===== config.mk =====
export PLATFORM = sky130hd
export DESIGN_NAME = rbd_ram
export DESIGN_NICKNAME = d
export VERILOG_FILES = /design/src/rtl/core/rbd_ram.sv
export SDC_FILE = /design/constraint.sdc
export NUM_CORES = 1
export LEC_CHECK = 0
export BUFFER_PORTS_ARGS = -buffer_cell sky130_fd_sc_hd__clkbuf_2
export CORE_ASPECT_RATIO = 1.2
export CORE_MARGIN = 3
export CORE_UTILIZATION = 45
export CTS_BUF_LIST = sky130_fd_sc_hd__clkbuf_2
export DETAILED_ROUTE_END_ITERATION = 6
export SYNTH_ARGS = -nofsm -noshare
export SYNTH_HDL_FRONTEND = slang
export SYNTH_SLANG_ARGS = --single-unit

===== constraint.sdc =====
create_clock -name clk_i -period 2.55 [get_ports clk_i]
set_clock_uncertainty 0.2 [all_clocks]
set_input_delay 0.3825 -clock clk_i [delete_from_list [all_inputs] [get_ports clk_i]]
set_output_delay 0.3825 -clock clk_i [all_outputs]
set_load 0.005 [all_outputs]

===== src/rtl/core/rbd_ram.sv =====
`timescale 1ns / 1ps

module rbd_ram #(
  parameter int unsigned Width = 8,
  parameter int unsigned Depth = 16
) (
  input  logic                     clk_i,
  input  logic [$clog2(Depth)-1:0] addr_i,
  input  logic                     we_i,
  input  logic [Width-1:0]         wdata_i,
  output logic [Width-1:0]         rdata_o
);

  logic [Width-1:0] mem [Depth];
  logic [Width-1:0] rdata_q;

  always_ff @(posedge clk_i) begin
    if (we_i) begin
      mem[addr_i] <= wdata_i;
    end
    rdata_q <= mem[addr_i];
  end

  assign rdata_o = rdata_q;

endmodule


# Word-level counts from Yosys, hierarchy flattened
# Memories as Yosys holds them, arrays and structs flattened. A register that Yosys moved wholly into a read port is not among the register bits.
# Index checks and enable logic that the tools add are counted.
word_totals:
  inputBits: 14
  ram_bits: 128
  register_bits: 0
  wordCells: 3
  mem_count: 1
mem_list:
  columns: ["name", "words", "word_bits", "rd", "rd_ports_with_merged_regs", "wr", "line", "rtl"]
  rows:
  - ["mem", 16, 8, 1, 1, 1, "14", "logic [Width-1:0] mem [Depth];"]
op_classes:
  mux: 2
ops:
  columns: ["operator", "n"]
  rows:
  - ["1-bit two-way mux", 2]

# Logic depth before layout (Yosys ltp)
depth:
  ltp_word: 2
  depth_mapped: 5
  mapped_depth_nobuf: 3

# Least setup slack after synthesis
# OpenSTA, ideal clock, no wires.
synth_path:
  kind: "in2reg"
  from: "input port addr_i[2]"
  to: "memory mem[0][0] (enable)"
  n_path_buf: 0
  stages: 2
  arrival_time_ns: 1.492
  t_required_ns: 1.967
  setup_ns: 0.383
  path_slack_ns: 0.474
  path_cell_list: "or3b_2 > nor3_1"
synth_rtl:
  columns: ["element", "line", "rtl"]
  rows:
  - ["start, declared", "8", "input logic [$clog2(Depth)-1:0] addr_i,"]
  - ["end, declared", "14", null]
# Straight into the memory's write port.

# Worst setup path in the final report
layout_path:
  from: "register rdata_q[2], in the netlist rdata_o[2] (read register of mem)"
  to: "output port rdata_o[2]"
layout_rtl:
  columns: ["element", "line", "rtl"]
  rows:
  - ["start, declared", "15", "logic [Width-1:0] rdata_q;"]
  - ["end, declared", "11", "output logic [Width-1:0] rdata_o"]
# No word-level cell between the ends.

==> results.txt <==
The tools report the total global routing track utilization as 16.23%. In this run, synthesis produced a sequential element count of 136. The tools report the number of filler instances in the final layout as 873.

The tools report the maximum clock path buffer count as 2. The die covers 0.01258 mm2. The net count of the finished layout is 304. The worst setup path is launched from a flop.

The largest net degree at the start of global routing is 40, and the total count of max-transition violations in the final report is 0. The cell area that synthesis handed to floorplanning was 0.005067 mm2. The run gives 47.04% as the effective utilization at floorplan.

Leaving out fill and tap cells, the most frequent cell in the layout is edfxtp_1. Broken down by cell family, the worst path's largest delay share belongs to flip-flops. The routed design uses 4832 um of met2 wire. Detailed routing inserted a total of 2,364 vias. After clock tree synthesis, the clock-pin slew on the worst setup and hold paths is 0.18 ns.

For the pin with the worst max-slew slack, the measured transition is 0.6274 ns. The maximum single-stage delay on the critical path is 0.40 ns. The flow ran to the end, and the final reports show no timing, DRC or antenna violations. The H-tree was split into 4 levels.

VDD sags by at most 0.0002355 V. Summing the sequential cell areas from Yosys gives 79.01% of the chip area. The power per cell area is 674.9 mW/mm2, and the count of input and output buffers is 21. For the worst setup path, the data arrival time is 1.19 ns. The tools report the number of nets in the synthesized netlist as 244. Setup violations remaining at the end of the flow were counted as 0. After layout, the minimum clock period comes to 1.772 ns. The run gives 392 um as the wire length on met3. The length of routed wiring on met1 came out at 3742 um. The worst setup path is of the flop to output port kind.

Number of endpoints with negative hold slack in the final report: 0. Area of the multi-input gates: 0.001003 mm2. The run gives 58.09% as the headroom to the max-slew limit. After detailed routing, the number of vias per cell comes to 5.460. The floorplan step set the die width to 102.9 um. Number of antenna violations at the first check in global routing: 1. On the critical path, the stage with the largest delay is an instance of dfxtp_1.

The area of the core region was 0.01077 mm2. After detailed routing, the number of remaining DRC violations is 0. Detailed placement finished with a half-perimeter wire length of 5905 um. Buffers inserted during clock tree synthesis total 17.

Global routing finished with a remaining overflow of 0. The signal on the critical path passes through clkbuf_2. The unique cell type count in the Yosys netlist was 18. The post-route clock period utilization came out at 69.50%. The detail route stage leaves a number of antenna-violating nets equal to 0. The area added between synthesis and finish is 13.43%.

The timing-limited maximum frequency was 0.5642 GHz; the total negative setup slack was 0 ns. The analysis attributes to cell leakage a power of 1.915 nW. Worst-path maximum fanout: 1. The worst path required time is 1.97 ns.

TritonCTS built the clock tree. Cells with a size suffix above 1 make up 34.32% of the layout. The congestion estimate from routability-driven global placement came to 0.7512. The finished layout holds 433 standard cells, fillers aside. In this run the count of I/O pins placed on the die edge is 22. The worst path buffer plus inverter count came out at 1. The synthesis warning total is 0. The master cell of the clock root buffer was clkbuf_2. The kind of end point of the critical path is an output port.

The area taken by flip-flops and latches was 0.004004 mm2; the number of violations of the max-capacitance limit was 0. The overall die height was 122.2 um. The number of optimization iterations in the first detailed-route pass came out at 5.

The library cells used most frequently in the layout, excluding fill and tap cells, are 128 x edfxtp_1, 40 x clkbuf_2, 32 x mux4_2, 22 x buf_4, 16 x a22oi_1. The average wire length per cell after detail routing is 21.13 um, and the violation count after the first detailed-route iteration is 105. The initialized floorplan defines 41 standard-cell rows. Counting every sink on the clock net gives 136.

In this run the worst hold path is classified as input port to flop. Gates resized during post-CTS repair numbered 0. Highest routing layer actually used: met4. The synthesized netlist cell count was 230. The first global-routing pass estimated 14,000 um of wire. Setup repair after global routing left no endpoint under its margin. The number of placed instances, taps included, is 392. The clock latency on the worst-skew pair came out at 0.66 ns. Number of global-route vias before repair: 2,455. The final wirelength was 9148 um; the mean instance size in the synthesized netlist was 22.03 um2.
## path summary, 6_finish.rpt
| path | depth (start not counted) | to | slack (ns) | from |
|---|---|---|---|---|
| setup / recovery | 1 | rdata_o[2] | 0.78 | rdata_o[2] |
| hold / removal | 5 | rdata_o[3] | 0.13 | addr_i[2] |
| setup reg to reg | 3 | rdata_o[1] | 1.03 | mem[6][1] |
| hold reg to reg | 3 | rdata_o[1] | 0.48 | mem[12][1] |
## cells in the mapped netlist
cell	n	area share, %
clkbuf_2	1	0.099
nor3_1	4	0.40
mux4_2	32	14
a22oi_1	16	2.4
clkbuf_1	2	0.15
buf_1	4	0.30
nand3b_1	2	0.30
buf_6	2	0.44
and2_1	1	0.12
buf_2	2	0.20
dfxtp_1	8	3.2
edfxtp_1	128	76
nor2b_1	2	0.25
nand2_1	9	0.67
nand3_1	1	0.099
nor2_1	13	0.96
nand2b_1	2	0.25
or3b_2	1	0.17
## cell type report
type | count | share of cell area [%]
Multi-Input combinational cell | 83 | 17.46
Antenna cell | 1 | 0.04354
Tap cell | 129 | 2.808
Clock buffer | 19 | 1.654
Clock inverter | 13 | 1.937
Sequential cell | 136 | 69.66
Timing Repair Buffer | 52 | 6.443
## where the power goes
group | switching [mW] | internal [mW] | total [mW]
Clock | 0.702 | 0.431 | 1.13
Combinational | 0.127 | 0.108 | 0.235
Sequential | 0.0153 | 2.50 | 2.51
Total | 0.844 | 3.03 | 3.88
## flip-flops by register name (all words and copies together) (netlist names)
name,cells
rdata_o,8
mem,128
## cell families (layout without fill, tap and decap cells)
family	after synthesis	count (layout)	synth area share (%)
flip-flops	136	136	79.01
AO/OA/AOI/OAI	16	16	2.370
other	0	1	0
AND/OR/NAND/NOR	35	35	3.210
multiplexers	32	32	14.22
buffers and inverters	11	84	1.185
## what timing repair did
action                                 4_1_cts  5_1_grt
buffers inserted                             0        0
hold buffers                                 8        0
endpoints found under the hold margin      128        0
## through the flow
stage               area [um2]  power (mW)  worst slack, ns  hold WS [ns]  util (%)
floorplan                 5067       2.687           0.4745        0.2814         -
global placement          5459       2.788           0.5130        0.4556     50.67
detailed placement        5459       2.793           0.4977        0.4616     50.67
CTS                       5746       3.923           0.7020       0.05798     53.33
global route              5748       4.046           0.6789       0.09349     53.36
finish                    5748       3.879           0.7777        0.1286     53.36
## metal layers
metal,GRT usage (%),vias up
met4,5.830,0
met1,20.10,1206
li1,-,1089
met2,26.66,56
met3,5.458,13
met5,0,-
(Power assumes the default switching activity.)
