$ cat src/rtl/core/rbd_pkg.sv
`timescale 1ns / 1ps

package rbd_pkg;

  localparam int unsigned CapacityDefault  = 1024;
  localparam int unsigned ValueBitsDefault = 31;

  localparam int unsigned OperandBits = 32;
  localparam int unsigned CountBits   = 11;

  typedef enum logic [1:0] {
    CMD_PUSH_FRONT = 2'd0,
    CMD_POP_FRONT  = 2'd1,
    CMD_PUSH_BACK  = 2'd2,
    CMD_POP_BACK   = 2'd3
  } command_e;

  typedef enum logic [1:0] {
    STATUS_DONE  = 2'd0,
    STATUS_EMPTY = 2'd1,
    STATUS_FULL  = 2'd2
  } status_e;

endpackage

$ cat src/rtl/core/rbd_ctrl.sv
`timescale 1ns / 1ps

module rbd_ctrl #(
  parameter int unsigned Capacity  = rbd_pkg::CapacityDefault,
  parameter int unsigned ValueBits = rbd_pkg::ValueBitsDefault
) (
  input  logic                                 clk_i,
  input  logic                                 rst_ni,
  input  logic                                 start_i,
  input  logic [1:0]                           command_i,
  input  logic [rbd_pkg::OperandBits-1:0]      operand_i,
  output logic [$clog2(Capacity)-1:0]          ram_addr_o,
  output logic                                 ram_we_o,
  output logic [ValueBits-1:0]                 ram_wdata_o,
  input  logic [ValueBits-1:0]                 ram_rdata_i,
  output logic                                 result_valid_o,
  output logic [rbd_pkg::OperandBits-1:0]      popped_value_o,
  output logic [1:0]                           status_o,
  output logic                                 expectation_met_o,
  output logic [rbd_pkg::CountBits-1:0]        entry_count_o
);

  import rbd_pkg::*;

  localparam int unsigned AddrBits = $clog2(Capacity);
  localparam int unsigned CntBits  = $clog2(Capacity + 1);

  localparam logic [AddrBits-1:0] LastSlot = AddrBits'(Capacity - 1);
  localparam logic [CntBits-1:0]  FullCnt  = CntBits'(Capacity);

  logic [AddrBits-1:0] front_q, front_d, back_q, back_d;
  logic [CntBits-1:0]  count_q, count_d;

  logic                   valid_q;
  logic                   read_q, read_d;
  status_e                status_q, status_d;
  logic [OperandBits-1:0] expect_q;
  logic [CntBits-1:0]     res_count_q;

  logic [AddrBits-1:0] front_inc, front_dec, back_inc, back_dec;
  logic                full, empty;
  command_e            cmd;

  logic [ValueBits+OperandBits-1:0] wdata_ext, rdata_ext;
  logic [CountBits+CntBits-1:0]     count_ext;
  logic [OperandBits-1:0]           stored_value;

  assign cmd       = command_e'(command_i);
  assign full      = (count_q == FullCnt);
  assign empty     = (count_q == '0);
  assign front_inc = (front_q == LastSlot) ? '0 : front_q + 1'b1;
  assign front_dec = (front_q == '0) ? LastSlot : front_q - 1'b1;
  assign back_inc  = (back_q == LastSlot) ? '0 : back_q + 1'b1;
  assign back_dec  = (back_q == '0) ? LastSlot : back_q - 1'b1;

  // only the low ValueBits of the operand are kept
  assign wdata_ext   = {{ValueBits{1'b0}}, operand_i};
  assign ram_wdata_o = wdata_ext[ValueBits-1:0];

  always_comb begin
    front_d    = front_q;
    back_d     = back_q;
    count_d    = count_q;
    ram_addr_o = front_q;
    ram_we_o   = 1'b0;
    read_d     = 1'b0;
    status_d   = STATUS_DONE;
    unique case (cmd)
      CMD_PUSH_FRONT: begin
        if (full) begin
          status_d = STATUS_FULL;
        end else begin
          ram_addr_o = front_q;
          ram_we_o   = start_i;
          front_d    = front_inc;
          count_d    = count_q + 1'b1;
        end
      end
      CMD_PUSH_BACK: begin
        if (full) begin
          status_d = STATUS_FULL;
        end else begin
          ram_addr_o = back_dec;
          ram_we_o   = start_i;
          back_d     = back_dec;
          count_d    = count_q + 1'b1;
        end
      end
      CMD_POP_FRONT: begin
        if (empty) begin
          status_d = STATUS_EMPTY;
        end else begin
          ram_addr_o = front_dec;
          read_d     = 1'b1;
          front_d    = front_dec;
          count_d    = count_q - 1'b1;
        end
      end
      CMD_POP_BACK: begin
        if (empty) begin
          status_d = STATUS_EMPTY;
        end else begin
          ram_addr_o = back_q;
          read_d     = 1'b1;
          back_d     = back_inc;
          count_d    = count_q - 1'b1;
        end
      end
      default: ;
    endcase
  end

  always_ff @(posedge clk_i or negedge rst_ni) begin
    if (!rst_ni) begin
      front_q <= '0;
      back_q  <= '0;
      count_q <= '0;
      valid_q <= 1'b0;
    end else begin
      valid_q <= start_i;
      if (start_i) begin
        front_q <= front_d;
        back_q  <= back_d;
        count_q <= count_d;
      end
    end
  end

  always_ff @(posedge clk_i) begin
    if (start_i) begin
      read_q      <= read_d;
      status_q    <= status_d;
      expect_q    <= operand_i;
      res_count_q <= count_d;
    end
  end

  // RAM data shows up the cycle after the pop transaction
  assign rdata_ext    = {{OperandBits{1'b0}}, ram_rdata_i};
  assign stored_value = rdata_ext[OperandBits-1:0];
  assign count_ext    = {{CountBits{1'b0}}, res_count_q};

  always_comb begin
    if (read_q) begin
      popped_value_o = stored_value;
    end else if (status_q == STATUS_EMPTY) begin
      popped_value_o = '1;
    end else begin
      popped_value_o = '0;
    end
  end

  assign expectation_met_o = (read_q || status_q == STATUS_EMPTY) ?
                             (popped_value_o == expect_q) : 1'b1;
  assign result_valid_o    = valid_q;
  assign status_o          = status_q;
  assign entry_count_o     = count_ext[CountBits-1:0];

endmodule

$ cat config.mk
export PLATFORM = sky130hd
export DESIGN_NAME = rbd_ctrl
export DESIGN_NICKNAME = d
export VERILOG_FILES = /design/src/rtl/core/rbd_pkg.sv /design/src/rtl/core/rbd_ctrl.sv
export SDC_FILE = /design/constraint.sdc
export NUM_CORES = 1
export LEC_CHECK = 0
export BUFFER_PORTS_ARGS = -buffer_cell sky130_fd_sc_hd__buf_2
export CAP_MARGIN = 40
export CORE_MARGIN = 5
export CORE_UTILIZATION = 30
export CTS_CLUSTER_SIZE = 28
export DETAILED_ROUTE_END_ITERATION = 8
export SLEW_MARGIN = 20
export SYNTH_ARGS = -nofsm -noshare
export SYNTH_HDL_FRONTEND = slang
export SYNTH_SLANG_ARGS = --single-unit
$ cat constraint.sdc
create_clock -name clk_i -period 3.2 [get_ports clk_i]
set_clock_uncertainty 0.05 [all_clocks]
set_input_delay 0.64 -clock clk_i [delete_from_list [all_inputs] [get_ports clk_i]]
set_output_delay 0.64 -clock clk_i [all_outputs]
set_load 0.01 [all_outputs]
Word level (Yosys, flattened, before mapping)
Index checks and enable logic that the tools add are counted.

word-level totals
  output and inout bits = 89
  memories kept = 0
  bits in latches = 0
  memory bits (read-only) = 0
  input bits = 68
  RAM bits = 0
  logic and storage cells = 61
  register bits = 78

operators by class
  equality and inequality tests = 11
  add/sub/neg operators = 6
  shift-type cells = 0
  multipliers = 0
  muxes and demuxes = 25
  div/mod/pow operators = 0
  reductions and logical operators = 11
  bitwise logic cells = 0
  $lt $le $gt $ge = 0

operators by type and width
  operator                 count
  $mux W10                 10
  $mux W32                 2
  $pmux W10 S2             2
  $pmux W10 S4             1
  $eq A32 B32 Y1           1
  $mux W11                 2
  $pmux W11 S2             1
  $add A10 B1 Y10 const B  2
  $eq A10 B10 Y1 const B   2
  $logic_not A10 Y1        2
  $sub A10 B1 Y10 const B  2
  $add A11 B1 Y11 const B  1
  $eq A11 B11 Y1 const B   1
  $logic_not A11 Y1        1
  $sub A11 B1 Y11 const B  1
  $ne A2 B2 Y1 const B     3
  $mux W1                  5
  $eq A2 B1 Y1 const B     2
  $eq A2 B2 Y1 const B     2
  $pmux W2 S2              1
  $reduce_and A4 Y1        1
  $reduce_bool A2 Y1       2
  $reduce_or A2 Y1         2
  $reduce_and A3 Y1        1
  other kinds (3)          3

Depth between registers and ports, before layout
Gate-level depths: netlist (run 1).

  depth in word-level cells = 5
  depth in mapped cells = 11
  gate-level depth less buffers = 9

Worst setup path before layout (run 1)
OpenSTA, ideal clock, no wires.

  path type = register to output
  start = reg count_q[1]
  end = out ram_addr_o[1]
  path slack = 253 ps
  path buffers = 2
  data arrival time = 2,257 ps
  required time = 2,510 ps
  cell stages (with the launch flop) = 11
  cells stage by stage = dfrtp_1 > clkbuf_1 > inv_1 > ha_1 > or4b_4 > buf_6 > nor3_4 > a21boi_1 > o22ai_2 > a21oi_1 > o21ai_1

on the way
  longest elaborated chain between the ends = 3
  elaborated cells on any way between the ends = 6
  those cells by class = 1 x eq/ne; 4 x mux; 1 x reduce/logical

RTL lines
  item                                                        line                            text
  start: declaration                                          rbd_ctrl.sv:32                  logic [CntBits-1:0] count_q, count_d;
  start signal: assignment                                    rbd_ctrl.sv:124                 count_q <= count_d;
  $eq A11 B11 Y1 / $logic_not A11 Y1 (equally long branches)  rbd_ctrl.sv:49, rbd_ctrl.sv:50
  $mux W10 (on tied branches)                                 --
  $pmux W10 S4 (*)                                            rbd_ctrl.sv:68                  unique case (cmd)
  end: declaration                                            rbd_ctrl.sv:12                  output logic [$clog2(Capacity)-1:0] ram_addr_o,

Every way passes the cells marked *; elsewhere a longest branch is shown, timed or not.

Worst setup path after layout (run 1)
  start = reg count_q[0]
  end = out ram_addr_o[3]

The elaborated chain is that of the path after synthesis.

==> metrics, run 1 <==
fraction of layout cells with a size suffix above 1 0.334; outcome finished with violations; GPL Wtd Cong 0.940; Antenna Violating Nets Remaining 0; maxcap violations 0; final hold vios 0; ant diodes 0; Period minus WS final 3.25 ns; DP HPWL 14.3 mm; syn avg cell area 8.37 um2; Slew @ Worst Pin 0.791 ns; Core Rows 51; Initial Util 0.302; Yosys top cell by area edfxtp_1; final setup fails 6; CTS tree yes; fill cell count 2004; Leakage 3.26 nW; drt wl/cell 17.1 um; sequential cell area 2190 um2; startpoint class of the critical path flop; H-tree depth 3; Slew Limit Fails 0; Finished Layout Cells 1110; via/cell ratio 5.24; Worst-path clk slew 0.07 ns; Data required, critical path 2.51 ns; Die Footprint 22300 um2; IO Port Bufs 156; chip width 149 um; largest net degree at the start of global routing 48; Die Y 149 um; crit share post-route 1.02; FF+latch count, synth 78; Max FO, Critical Path 4; Rel. slew slack 0.466; Post-Place Cells 1073; Post-synth ARST share 0.410; area fraction of the dominant cell type after synthesis 0.238; Netlist cell types 81; nets 914; Multi-input gate area 3130 um2; ys flop type edfxtp_1; Fmax 308 MHz; CTS root buffer clkbuf_16; # DRC 0; R2R Setup Slk 0.59 ns; share of the yosys chip area belonging to registers 0.375; Cells after Synth 694; Hold Worst Slack 0.0950 ns; Clock Path Buffers 2; clk sinks 78; Clock Latency Late Sink 0.34 ns; R2R depth 11; Hold WC Path Type input port to async pin; reg2reg start count_q[0]; unrepaired setup endpoints after global routing true; violated checks negative setup slack; Crit Path Class flop to output pin; Post-synth EDFFs 46; antenna violations before repair 0; routed wire length 19.0 mm; via count 5812; TritonRoute pass-1 iters 5; vias in the first global route 5406; Max IR drop VDD 0.257 mV; Area Growth Syn to Fin 27.4%; CP endpoint kind output pin; synth top area cells edfxtp_1 (24%), dfrtp_1 (14%), nand2_1 (7.0%); Overflow after GRT 0; overall global routing resource usage 0.162; P per Cell Area 666 nW/um2; Worst Path Arrival 2.56 ns; syn nets 768; total of warnings raised by yosys 0; Post-Place Worst Slack 0.0902 ns; detailed router's first-iteration violation count 425; first-pass GRT wire length 28.9 mm; TritonCTS Buffers 9; I/O pin count 157; CORE AREA 19300 um2; final worst slack -0.0490 ns; Reg2Reg Capture Point back_q[5]; Syn Std Cell Area 5810 um2
-- sequential cells by signal, indices dropped and copies added (netlist names) --
signal	count
front_q	10
count_q	11
entry_count_o	11
back_q	10
result_valid_o	1
expect_q	32
status_o	2
read_q	1
-- critical path, stage by stage (launching register included) --
cell      delay, ns
dfrtp_1        0.39
inv_2          0.08
ha_4           0.14
or4b_4         0.51
nor3_4         0.23
a21boi_2       0.16
o22ai_2        0.25
a32oi_1        0.14
nand2_1        0.15
buf_2          0.15
-- through the flow --
stage,area (um2),util,power (mW),setup TNS (ns)
floorplan,5810,-,2.95,0
finish,7400,0.384,4.93,-0.140
global placement,6760,0.351,3.57,0
CTS,7210,0.374,4.88,-0.173
global route,7400,0.384,5.25,-0.857
detailed placement,6760,0.351,3.57,0
-- cells in the final DEF, fill, tap and decap left out, drive strengths merged, types with 3 or more instances in the layout --
master   netlist  layout
a22oi          4       4
or3            4       4
a21o           4       4
o22ai         14      14
nand2        109     109
nand3         35      35
a311oi         3       3
nor2b          7       7
a21oi         45      45
and2           4       4
o21ai         40      40
clkbuf        33       9
a221oi         6       6
and3           5       5
a211oi         3       3
nor3          20      20
a31oi         16      16
a2bb2oi        3       3
nor2          30      30
nor4          12      12
o211ai         4       4
edfxtp        46      46
or2            3       3
nand2b         8       8
xnor2         17      17
o31ai          7       7
mux2i          5       5
a22o           5       5
or4            5       5
o2111ai        3       3
buf           48     216
inv           37      41
dfrtp         32      32
ha             6       6
o41ai          3       3
xor2          17      17
nand4         15      15
-- worst max path at each step --
| stage | start | endpoint | slack, ns |
|---|---|---|---|
| 5_1_grt | count_q[0] | ram_addr_o[2] | -0.12 |
| 4_1_cts | count_q[0] | ram_addr_o[5] | -0.09 |
| 3_5_place_dp | ram_rdata_i[6] | expectation_met_o | 0.09 |
| 2_1_floorplan | count_q[1] | ram_addr_o[1] | 0.25 |
| 6_report | count_q[0] | ram_addr_o[3] | -0.05 |
| 3_3_place_gp | ram_rdata_i[6] | expectation_met_o | 0.14 |
-- synthesized netlist by cell type, drive strengths merged, types with 8 or more instances --
| cell | n |
|---|---|
| edfxtp | 46 |
| xor2 | 17 |
| a21oi | 45 |
| o21ai | 40 |
| buf | 48 |
| nand4 | 15 |
| a31oi | 16 |
| nand3 | 35 |
| xnor2 | 17 |
| nor2 | 30 |
| nor3 | 20 |
| nor4 | 12 |
| nand2 | 109 |
| o22ai | 14 |
| inv | 37 |
| dfrtp | 32 |
| clkbuf | 33 |
| nand2b | 8 |
-- repair_timing --
item | CTS | global route
hold buffers | 0 | 0
setup buffers | 8 | 12
endpoints found under the setup margin | 11 | 11
gates resized for setup | 21 | 20
pin swaps | 8 | 12
-- metal layers --
layer | vias to the layer above | global-route usage | share of wire
li1 | 2789 | - | -
met1 | 2717 | 0.202 | 0.41
met2 | 274 | 0.282 | 0.49
met3 | 32 | 0.0371 | 0.078
met4 | 0 | 0.0462 | 0.023
met5 | - | 0 | 0
-- cells by family after synthesis --
kind of cell               share of synthesized area
AOI/OAI and AO/OA                              0.205
xor gates and xnor gates                      0.0512
adders and majority gates                     0.0129
buffers and inverters                          0.105
DFF                                            0.375
muxes                                         0.0105
and+or+nand+nor                                0.239
-- cell type report --
class	count	share of cell area
timing repair buffer	216	0.172
clock buffer	9	0.0304
tap	265	0.0448
multi-input combinational	498	0.423
clock inverter	7	0.0150
sequential	78	0.295
inverter	37	0.0188
-- where the power goes --
group	switching [mW]	internal (mW)	leakage (nW)
Combinational	1.15	0.921	2.25
Clock	0.470	0.705	0.166
Sequential	0.339	1.35	0.838
Power figures use the tool's default switching activity.
==> inputs of run 2 (changes only) <==
- SKIP_LAST_GASP: default -> 1
==> metrics, run 2 (synthesis gave the netlist of run 1 again) <==
outcome finished with violations; violated checks negative setup slack; drt wl/cell 17.0 um (-0.30%); Slew Limit Fails 0 (unchanged); via count 5803 (-0.15%); Final Power 4.92 mW (-0.17%); ant diodes 0 (unchanged); Clock Path Buffers 2 (unchanged); Crit Path Class flop to output pin; final worst slack -0.0375 ns (+0.0115 ns); GPL Wtd Cong 0.940 (unchanged); Max IR drop VDD 0.258 mV (+0.69%); largest net degree at the start of global routing 48 (unchanged); Core Rows 51 (unchanged); chip width 149 um (unchanged); crit share post-route 1.01 (-0.00359); Die Y 149 um (unchanged); final hold vios 0 (unchanged); TritonCTS Buffers 9 (unchanged); Max FO, Critical Path 4 (unchanged); Worst Path Arrival 2.55 ns (about the same); via/cell ratio 5.23 (-0.15%); Leakage 3.26 nW (about the same); max FFs per register 32 (unchanged); Clock Latency Late Sink 0.35 ns (about the same); CTS root buffer clkbuf_16; Hold WC Path Type input port to async pin; Rel. slew slack 0.456 (-0.0100); DP Area 6760 um2 (unchanged); Die Footprint 22300 um2 (unchanged); Top delay family on crit path simple AND/OR/NAND/NOR gates; CORE AREA 19300 um2 (unchanged); Slew @ Worst Pin 0.806 ns (+0.0148 ns); TritonRoute pass-1 iters 5 (unchanged); Fmax 309 MHz (+0.35%); detailed router's first-iteration violation count 429 (+0.94%); Overflow after GRT 0 (unchanged); Reg2Reg Capture Point back_q[5]; worst-path cell chain inv_2 -> ha_4 -> or4b_4 -> nor3_4 -> a21boi_2 -> o22ai_2 -> a32oi_1 -> nand2_1 -> buf_2; Largest Register expect_q; most frequent cells in the layout buf_2 (156), nand2_1 (108), buf_4 (55); R2R depth 11 (unchanged); CP endpoint kind output pin; first-pass GRT wire length 28.9 mm (unchanged); maxcap violations 0 (unchanged); H-tree depth 3 (unchanged); largest stage delay on the critical path 0.51 ns (about the same); clk sinks 78 (unchanged); I/O pin count 157 (unchanged); Initial Util 0.302 (unchanged); overall global routing resource usage 0.162 (unchanged); startpoint class of the critical path flop; antenna violations before repair 0 (unchanged); vias in the first global route 5406 (unchanged); Area Growth Syn to Fin 27.3% (about the same); slowest cell on the critical path or4b_4; Data required, critical path 2.51 ns (about the same); Worst-path clk slew 0.07 ns (about the same); reg2reg start count_q[0]; Finished Layout Cells 1110 (unchanged); R2R Setup Slk 0.59 ns (about the same); Antenna Violating Nets Remaining 0 (unchanged); CP Buf/Inv Count 2 (unchanged); Post-Place Cells 1073 (unchanged); final setup fails 6 (unchanged); P per Cell Area 665 nW/um2 (-0.10%); Period minus WS final 3.24 ns (-0.0115 ns); Design Area, Final 7400 um2 (about the same); IO Port Bufs 156 (unchanged); CTS tree yes; nets 914 (unchanged); unrepaired setup endpoints after global routing true; DP HPWL 14.3 mm (unchanged); leading cell type in the layout, fill and taps excluded buf_2; routed wire length 18.9 mm (-0.30%); # DRC 0 (unchanged); fraction of layout cells with a size suffix above 1 0.331 (-0.00237)
==> run 2: worst register-to-register path, cell delays in order (launching register included) <==
cell and delay (ns):
dfrtp_1 0.39, inv_2 0.08, ha_4 0.15, or4b_4 0.51, nor3_4 0.23, buf_4 0.16
buf_6 0.09, buf_4 0.10, nand2_2 0.09, and3_1 0.34, a21oi_1 0.19, a21oi_1 0.07
==> run 2: report_power, final <==
group | switching, mW | total (mW) | internal, mW | leakage, nW
Sequential | 0.335 | 1.68 | 1.35 | 0.838
Combinational | 1.15 | 2.06 | 0.918 | 2.25
Clock | 0.471 | 1.18 | 0.705 | 0.166
==> run 2: through the flow <==
step | util | worst slack, ns | setup TNS (ns) | hold WS [ns]
finish | 0.384 | -0.0375 | -0.121 | 0.0925
global route | 0.384 | -0.124 | -0.871 | 0.0909
CTS | 0.374 | -0.0932 | -0.193 | 0.383
detailed placement | 0.351 | 0.0902 | 0 | 0.492
global placement | 0.351 | 0.145 | 0 | 0.506
floorplan | - | 0.253 | 0 | 0.294
==> run 2: layout make-up <==
cell class                      instances  area (um2)
Clock buffer                            9         225
Inverter                               37         139
Timing Repair Buffer                  216        1280
Sequential cell                        78        2190
Fill cell                            2007       11900
Clock inverter                          7         111
Multi-Input combinational cell        498        3130
Tap cell                              265         332
==> run 2: worst max path at each step <==
stage                         startpoint                end  slack [ns]  cells past startpoint
final                         count_q[0]      ram_addr_o[3]       -0.04                      9
after global placement    ram_rdata_i[6]  expectation_met_o        0.14                      8
after global routing          count_q[0]      ram_addr_o[2]       -0.12                     10
after detailed placement  ram_rdata_i[6]  expectation_met_o        0.09                      8
after floorplan               count_q[1]      ram_addr_o[1]        0.25                     10
after CTS                     count_q[0]      ram_addr_o[5]       -0.09                      9
==> run 2: what timing repair did <==
item | 4_1_cts | 5_1_grt
pin swaps | 8 | 12
hold endpoints to repair | 0 | 0
resized for setup | 20 | 19
endpoints found under the setup margin | 11 | 11
hold buffers | 0 | 0
setup buffers | 8 | 12
==> run 2: routing by layer <==
layer	GRT usage	wire, um	vias to the layer above
li1	-	-	2791
met1	0.202	7790	2723
met2	0.282	9270	259
met3	0.0371	1420	30
met4	0.0462	428	0
met5	0	0	-
